## config.mk

```make
export PLATFORM = sky130hd
export DESIGN_NAME = varint_zigzag_encoder
export DESIGN_NICKNAME = d
export VERILOG_FILES = /design/src/hdl/vze_pkg.sv /design/src/hdl/vze_front.sv /design/src/hdl/vze_queue.sv /design/src/hdl/vze_back.sv /design/src/hdl/varint_zigzag_encoder.sv
export SDC_FILE = /design/constraint.sdc
export NUM_CORES = 1
export LEC_CHECK = 0
export ABC_AREA = 0
export BUFFER_PORTS_ARGS = -buffer_cell sky130_fd_sc_hd__buf_2
export CAP_MARGIN = 20
export CORE_ASPECT_RATIO = 0.7
export CORE_UTILIZATION = 36
export DETAILED_ROUTE_END_ITERATION = 8
export PLACE_DENSITY_LB_ADDON = 0.15
export SYNTH_ARGS = -nofsm -noshare
export SYNTH_HDL_FRONTEND = slang
export SYNTH_SLANG_ARGS = --single-unit
```

## constraint.sdc

```tcl
create_clock -name clock -period 6.1 [get_ports clock]
set_input_delay 0 -clock clock [delete_from_list [all_inputs] [get_ports clock]]
set_output_delay 0 -clock clock [all_outputs]
set_load 0.005 [all_outputs]
```

## src/hdl/vze_pkg.sv

```systemverilog
// Shared types and constants for the varint/zigzag encoder.
`timescale 1ns / 1ps
`default_nettype none
package vze_pkg;

   // request kinds
   localparam logic [1:0] KIND_UNSIGNED = 2'd0;
   localparam logic [1:0] KIND_ZIGZAG   = 2'd1;
   localparam logic [1:0] KIND_KEY      = 2'd2;

   localparam int unsigned CODE_W    = 32;
   localparam int unsigned GROUP_W   = 7;
   localparam int unsigned MAX_BYTES = 5;
   localparam int unsigned NBYTES_W  = 3;

   localparam logic [7:0] MORE_BIT = 8'h80;

   typedef struct packed {
      logic [1:0]  req_type;
      logic [31:0] data_value;
      logic [28:0] field_id;
      logic [2:0]  wire_type;
   } vze_req_type;

   typedef struct packed {
      logic [7:0] out_byte;
      logic       last_byte;
   } vze_rsp_type;

   // classified item handed from front to back
   typedef struct packed {
      logic [CODE_W-1:0]   code;
      logic [NBYTES_W-1:0] nbytes;
   } vze_item_type;

   typedef struct packed {
      logic full;
      logic empty;
   } vze_q_status_type;

endpackage
`default_nettype wire

```

## src/hdl/vze_front.sv

```systemverilog
// Front end: maps a request to its 32-bit code and byte count.
`timescale 1ns / 1ps
`default_nettype none
module vze_front (
   input  wire  vze_pkg::vze_req_type      req_data,
   input  wire                             req_valid,
   input  wire  vze_pkg::vze_q_status_type q_status,
   output logic                            req_stall,
   output logic                            push,
   output vze_pkg::vze_item_type           item
);

   logic [vze_pkg::CODE_W-1:0] code;
   logic                       kind_ok;

   always_comb begin
      kind_ok = 1'b1;
      code    = '0;
      case (req_data.req_type)
         vze_pkg::KIND_UNSIGNED: begin
            code = req_data.data_value;
         end
         vze_pkg::KIND_ZIGZAG: begin
            code = {req_data.data_value[30:0], 1'b0} ^ {32{req_data.data_value[31]}};
         end
         vze_pkg::KIND_KEY: begin
            code = {req_data.field_id, req_data.wire_type};
         end
         default: begin
            // unused kind: request is consumed, nothing queued
            kind_ok = 1'b0;
         end
      endcase
   end

   always_comb begin
      if (code[31:28] != '0) begin
         item.nbytes = 3'd5;
      end else if (code[27:21] != '0) begin
         item.nbytes = 3'd4;
      end else if (code[20:14] != '0) begin
         item.nbytes = 3'd3;
      end else if (code[13:7] != '0) begin
         item.nbytes = 3'd2;
      end else begin
         item.nbytes = 3'd1;
      end
      item.code = code;
   end

   assign req_stall = q_status.full;
   assign push      = req_valid && !q_status.full && kind_ok;

endmodule
`default_nettype wire

```

## src/hdl/vze_queue.sv

```systemverilog
// Small register FIFO between front and back.
`timescale 1ns / 1ps
`default_nettype none
module vze_queue #(
   parameter int unsigned DEPTH = 4
) (
   input  wire                             clock,
   input  wire                             reset,
   input  wire                             push,
   input  wire  vze_pkg::vze_item_type     push_item,
   input  wire                             pop,
   output vze_pkg::vze_item_type           head_item,
   output vze_pkg::vze_q_status_type       status
);

   localparam int unsigned PTR_W = (DEPTH > 1) ? $clog2(DEPTH) : 1;
   localparam int unsigned CNT_W = $clog2(DEPTH + 1);
   localparam logic [PTR_W-1:0] LAST_PTR = PTR_W'(DEPTH - 1);
   localparam logic [CNT_W-1:0] FULL_CNT = CNT_W'(DEPTH);

   vze_pkg::vze_item_type slot_ff [DEPTH];
   logic [PTR_W-1:0] wr_ptr_ff, wr_ptr_in;
   logic [PTR_W-1:0] rd_ptr_ff, rd_ptr_in;
   logic [CNT_W-1:0] count_ff, count_in;
   logic             do_push, do_pop;

   assign status.full  = (count_ff == FULL_CNT);
   assign status.empty = (count_ff == '0);
   assign do_push      = push && !status.full;
   assign do_pop       = pop && !status.empty;
   assign head_item    = slot_ff[rd_ptr_ff];

   always_comb begin
      wr_ptr_in = wr_ptr_ff;
      rd_ptr_in = rd_ptr_ff;
      count_in  = count_ff;
      if (do_push) begin
         wr_ptr_in = (wr_ptr_ff == LAST_PTR) ? '0 : wr_ptr_ff + 1'b1;
      end
      if (do_pop) begin
         rd_ptr_in = (rd_ptr_ff == LAST_PTR) ? '0 : rd_ptr_ff + 1'b1;
      end
      if (do_push && !do_pop) begin
         count_in = count_ff + 1'b1;
      end else if (do_pop && !do_push) begin
         count_in = count_ff - 1'b1;
      end
   end

   always_ff @(posedge clock) begin
      if (reset) begin
         wr_ptr_ff <= '0;
         rd_ptr_ff <= '0;
         count_ff  <= '0;
      end else begin
         wr_ptr_ff <= wr_ptr_in;
         rd_ptr_ff <= rd_ptr_in;
         count_ff  <= count_in;
      end
   end

   always_ff @(posedge clock) begin
      if (do_push) begin
         slot_ff[wr_ptr_ff] <= push_item;
      end
   end

endmodule
`default_nettype wire

```

## src/hdl/vze_back.sv

```systemverilog
// Back end: shifts a queued code out as varint bytes into the output register.
`timescale 1ns / 1ps
`default_nettype none
module vze_back (
   input  wire                             clock,
   input  wire                             reset,
   input  wire  vze_pkg::vze_item_type     head_item,
   input  wire  vze_pkg::vze_q_status_type q_status,
   output logic                            pop,
   output logic                            rsp_valid,
   input  wire                             rsp_stall,
   output vze_pkg::vze_rsp_type            rsp_data
);

   logic [vze_pkg::CODE_W-1:0]   code_ff, code_in;
   logic [vze_pkg::NBYTES_W-1:0] left_ff, left_in;
   logic                         valid_ff, valid_in;
   vze_pkg::vze_rsp_type         rsp_ff, rsp_in;
   logic                         slot_free;

   // output register can take a new byte
   assign slot_free = !valid_ff || !rsp_stall;
   assign pop       = slot_free && (left_ff == '0) && !q_status.empty;

   always_comb begin
      code_in  = code_ff;
      left_in  = left_ff;
      valid_in = valid_ff;
      rsp_in   = rsp_ff;
      if (slot_free) begin
         if (left_ff != '0) begin
            rsp_in.out_byte  = {left_ff > 3'd1, code_ff[6:0]};
            rsp_in.last_byte = (left_ff == 3'd1);
            code_in          = code_ff >> vze_pkg::GROUP_W;
            left_in          = left_ff - 1'b1;
            valid_in         = 1'b1;
         end else if (!q_status.empty) begin
            rsp_in.out_byte  = {head_item.nbytes > 3'd1, head_item.code[6:0]};
            rsp_in.last_byte = (head_item.nbytes == 3'd1);
            code_in          = head_item.code >> vze_pkg::GROUP_W;
            left_in          = head_item.nbytes - 1'b1;
            valid_in         = 1'b1;
         end else begin
            valid_in = 1'b0;
         end
      end
   end

   always_ff @(posedge clock) begin
      if (reset) begin
         valid_ff <= 1'b0;
         left_ff  <= '0;
      end else begin
         valid_ff <= valid_in;
         left_ff  <= left_in;
      end
   end

   always_ff @(posedge clock) begin
      code_ff <= code_in;
      rsp_ff  <= rsp_in;
   end

   assign rsp_valid = valid_ff;
   assign rsp_data  = rsp_ff;

   a_last_marks: assert property (@(posedge clock) disable iff (reset)
      valid_ff |-> (rsp_ff.last_byte == !(rsp_ff.out_byte[7])))
      else $error("last flag disagrees with continuation bit");

   a_pending_shown: assert property (@(posedge clock) disable iff (reset)
      (left_ff != '0) |-> (valid_ff && !rsp_ff.last_byte))
      else $error("bytes pending behind a final or empty output");

   a_left_range: assert property (@(posedge clock) disable iff (reset)
      left_ff <= 3'(vze_pkg::MAX_BYTES - 1))
      else $error("pending byte count out of range");

   a_no_pop_midword: assert property (@(posedge clock) disable iff (reset)
      (left_ff != '0) |-> !pop)
      else $error("queue popped while an item is still being sent");

endmodule
`default_nettype wire

```

## src/hdl/varint_zigzag_encoder.sv

```systemverilog
// Top level of the base-128 varint encoder with zigzag and field-key modes.
`timescale 1ns / 1ps
`default_nettype none
// Each request carries an unsigned value, a signed value (zigzag mapped) or a
// field key ((field_id << 3) | wire_type); the block returns its varint bytes,
// low 7 bits first, bit 7 set on all but the last, which also has last_byte.
// An item yields 1 to 5 response bytes at one byte per cycle while rsp_stall is
// low; an item holds the byte serializer until its last byte is loaded.
// Requests are classified on acceptance and queued (QUEUE_DEPTH entries), so
// requests keep flowing while the serializer or the response side is busy.
// Requests with the unused kind code are accepted and yield no bytes.
module varint_zigzag_encoder #(
   parameter int unsigned QUEUE_DEPTH = 4
) (
   input  wire                         clock,
   input  wire                         reset,
   input  wire                         req_valid,
   output logic                        req_stall,
   input  wire  vze_pkg::vze_req_type  req_data,
   output logic                        rsp_valid,
   input  wire                         rsp_stall,
   output vze_pkg::vze_rsp_type        rsp_data
);

   vze_pkg::vze_item_type     front_item;
   vze_pkg::vze_item_type     head_item;
   vze_pkg::vze_q_status_type q_status;
   logic                      push;
   logic                      pop;

   vze_front u_front (
      .req_data  (req_data),
      .req_valid (req_valid),
      .q_status  (q_status),
      .req_stall (req_stall),
      .push      (push),
      .item      (front_item)
   );

   vze_queue #(
      .DEPTH (QUEUE_DEPTH)
   ) u_queue (
      .clock     (clock),
      .reset     (reset),
      .push      (push),
      .push_item (front_item),
      .pop       (pop),
      .head_item (head_item),
      .status    (q_status)
   );

   vze_back u_back (
      .clock     (clock),
      .reset     (reset),
      .head_item (head_item),
      .q_status  (q_status),
      .pop       (pop),
      .rsp_valid (rsp_valid),
      .rsp_stall (rsp_stall),
      .rsp_data  (rsp_data)
   );

endmodule
`default_nettype wire
```

==> results.sh <==
export IMPL_drt_iter0_drc=340
export IMPL_grt_pass1_wl_um=28400
export IMPL_crit_type="reg -> reg"
export IMPL_cp_top_family="flip-flops"
export IMPL_max_freq_mhz=356
export IMPL_synthesis_area_um2=8160
export IMPL_layout_drive_gt1_share_pct=31.9
export IMPL_worstPathRequired_ns=6.47
export IMPL_cp_max_fo=21
export IMPL_max_cap_violations=0
export IMPL_fillers=1995
export IMPL_die_w_um=182
export IMPL_yosysMostFrequentCell="edfxtp_1"
export IMPL_finalSetupTns_ns=0
export IMPL_ys_types=41
export IMPL_rsz0062_at_grt="false"
export IMPL_hpwl_um=11800
export IMPL_design_core_area_um2=22000
export IMPL_die_h_um=128
export IMPL_cts_tree="done"
export IMPL_endpoint_kind="register"
export IMPL_postCtsSetupBuffers=0
export IMPL_syn2layout_area_growth_pct=17.3
export IMPL_track_usage_pct=17.1
export IMPL_start_util_pct=37.2
export IMPL_ys_warn_count=0
export IMPL_clockBufferDepth=2
export IMPL_num_vias=4488
export IMPL_routedWlPerCell_um=21.2
export IMPL_final_seq_area_um2=5490
export IMPL_clk_pin_slew_worst_paths_ns=0.07
export IMPL_synthTopCellsByArea="edfxtp_1 (64%), mux4_2 (9.7%), mux2_2 (3.5%)"
export IMPL_cts_htree_levels=4
export IMPL_syn_inst=493
export IMPL_synth_top_area_share_pct=64.0
export IMPL_critPathLaunchType="register"
export IMPL_synth_top_area_cell="edfxtp_1"
export IMPL_powerDensity_nw_per_um2=429
export IMPL_finalMaxSlewViolations=0
export IMPL_synth_top_family_by_area="multiplexers"
export IMPL_muxShareOfSynthArea_pct=15.0
export IMPL_finalWirelength_um=18500
export IMPL_ys_seq_area_share_pct=67.2
export IMPL_outcome="finished clean"
export IMPL_io_pins=81
export IMPL_synth_edf_count=174
export IMPL_grt_antenna_before_repair=0
export IMPL_async_reset_ff_share_pct=0
export IMPL_worst_path_buf_inv=2
export IMPL_fin_crit_sh_pct=46.1
export IMPL_synthAdderAreaFrac_pct=1.93
export IMPL_io_buffers=80
export IMPL_critical_path_arrival_ns=3.18
export IMPL_synth_xor_area_share_pct=3.54
export IMPL_synth_top_flop_cell="edfxtp_1"
export IMPL_avgSynthCellArea_um2=16.5
export IMPL_antenna_left=0
export IMPL_via_per_inst=5.13
export IMPL_slew_headroom_pct=33.7
export IMPL_fin_util_pct=43.6
export IMPL_critPathMaxStageDelay_ns=0.72
export IMPL_synthSimpleGateAreaFrac_pct=5.72
export IMPL_tritoncts_num_buffers=17
export IMPL_synth_common_cells="edfxtp_1 (174), mux4_2 (35), o21ai_0 (31)"
export IMPL_placementRows=45
export IMPL_whs_ns=0.0111
export IMPL_path_cells="buf_4 > mux4_2 > inv_1 > ha_1 > xnor2_1 > a2111oi_0 > a21oi_1 > nor2_1"
export IMPL_setup_ws_ns=3.29
export IMPL_setup_viol=0
export IMPL_grt_ovfl_total=0
export IMPL_ir_worst_vdd_mv=0.202
export IMPL_syn_nets=575
export IMPL_fin_skew_ns=0.0103
export IMPL_hold_violations=0
export IMPL_insertion_delay_ns=0.43
export IMPL_synth_compound_area_share_pct=4.74
export IMPL_drc=0
export IMPL_cts_sinks=187
export IMPL_dr_pass1_iters=4
export IMPL_grt_pass1_vias=4648
export IMPL_synth_seq_cells=187
export IMPL_crit_slowest_cell="dfxtp_2"
export IMPL_dp_slack_ns=2.92
export IMPL_fp_dieArea_um2=23300
export IMPL_grt_max_degree=41
export IMPL_final_nets=662
export IMPL_gp_congestion=0.850
export IMPL_antenna_cells=0
export IMPL_fin_crit_ns=2.81
export IMPL_cts_root_buf="clkbuf_16"
export IMPL_p_leak_nw=3.32
export IMPL_worst_pin_slew_ns=0.983
export IMPL_multiInputGateArea_um2=2520
export IMPL_hp_class="in -> reg"
-- cells by family (layout without fill, tap and decap cells) --
family	count (synthesis)	count (layout)
xor gates and xnor gates	33	33
buffers and inverters	37	137
AOI/OAI and AO/OA	63	63
muxes	75	75
and+or+nand+nor	86	86
adders and majority gates	12	12
DFF	187	187
-- cell usage in the layout (no fill, tap or decap), types with 2 or more instances in the layout --
master         instances
edfxtp_1             174
buf_2                 80
mux4_2                35
o21ai_0               31
nand2_1               28
mux2_2                25
xnor2_1               19
clkbuf_16             17
mux2i_1               15
xor2_1                14
nor2_1                12
dfxtp_1               12
and2_1                11
ha_1                  11
inv_1                  9
a22oi_1                8
a21oi_1                8
buf_4                  8
dlygate4sd3_1          6
nand3b_1               5
o211ai_1               5
or4_1                  5
nor3_1                 4
and3b_1                4
a221o_1                4
or3b_2                 4
inv_6                  4
bufinv_16              3
inv_8                  3
nor2b_2                2
nand2b_1               2
nor2b_1                2
or2_1                  2
a31oi_1                2
clkinvlp_4             2
-- final timing paths --
check	startpoint	to	slack (ns)	cells after the start
max reg2reg	register	u_back.left_ff[2]$_SDFFE_PP0P_	3.29	8
min reg2reg	u_back.left_ff[1]$_SDFFE_PP0P_	u_back.left_ff[1]$_SDFFE_PP0P_	0.51	2
max	register	u_back.left_ff[2]$_SDFFE_PP0P_	3.29	8
min	req_data[5]	u_queue.slot_ff[1][8]$_DFFE_PP_	0.01	3
-- power by group --
part	leakage, nW	total [mW]	switching (mW)	internal, mW
Sequential	1.73	1.84	0.0999	1.74
Clock	0.303	1.17	0.512	0.662
Combinational	1.28	1.10	0.590	0.506
Total	3.32	4.11	1.20	2.91
-- metal layers --
layer  up-vias  GRT usage [%]  part of all wire (%)
met5         -              0                     0
met4         0           5.04                   1.0
met3        13           4.26                   6.6
met2       140           24.7                    43
met1      2248           25.3                    49
li1       2087              -                     -
-- per-stage QoR --
step	cell area, um2	instances	total power, mW
floorplan	8160	493	2.61
global placement	8860	835	2.97
detailed placement	8860	835	2.99
CTS	9550	873	4.17
global route	9570	875	4.34
finish	9570	875	4.11
-- sequential cells by signal (all words and copies together) (netlist names), named ones only --
signal,flops
u_queue.slot_ff,140
u_back.left_ff,3
u_back.rsp_valid,1
u_back.code_ff,25
u_back.rsp_data,9
u_queue.wr_ptr_ff,2
u_queue.count_ff,3
u_queue.rd_ptr_ff,2
-- tightest hold or removal path, stage by stage --
cell     delay, ns
buf_2         0.08
nand2_1       0.04
o21ai_0       0.17
-- final cells by class --
| cell class | instances | area share, % |
|---|---|---|
| clock buffers | 17 | 4.45 |
| clock inverters | 15 | 2.13 |
| inverters | 9 | 0.353 |
| multi-input cells | 269 | 26.4 |
| flip-flops and latches | 187 | 57.3 |
| well taps | 282 | 3.69 |
| repair buffers | 96 | 5.65 |
-- repair_timing --
item                      CTS  global route
hold buffers                6             0
gates resized for setup     0             0
hold endpoints to repair   29             0
(Power assumes the default switching activity.)
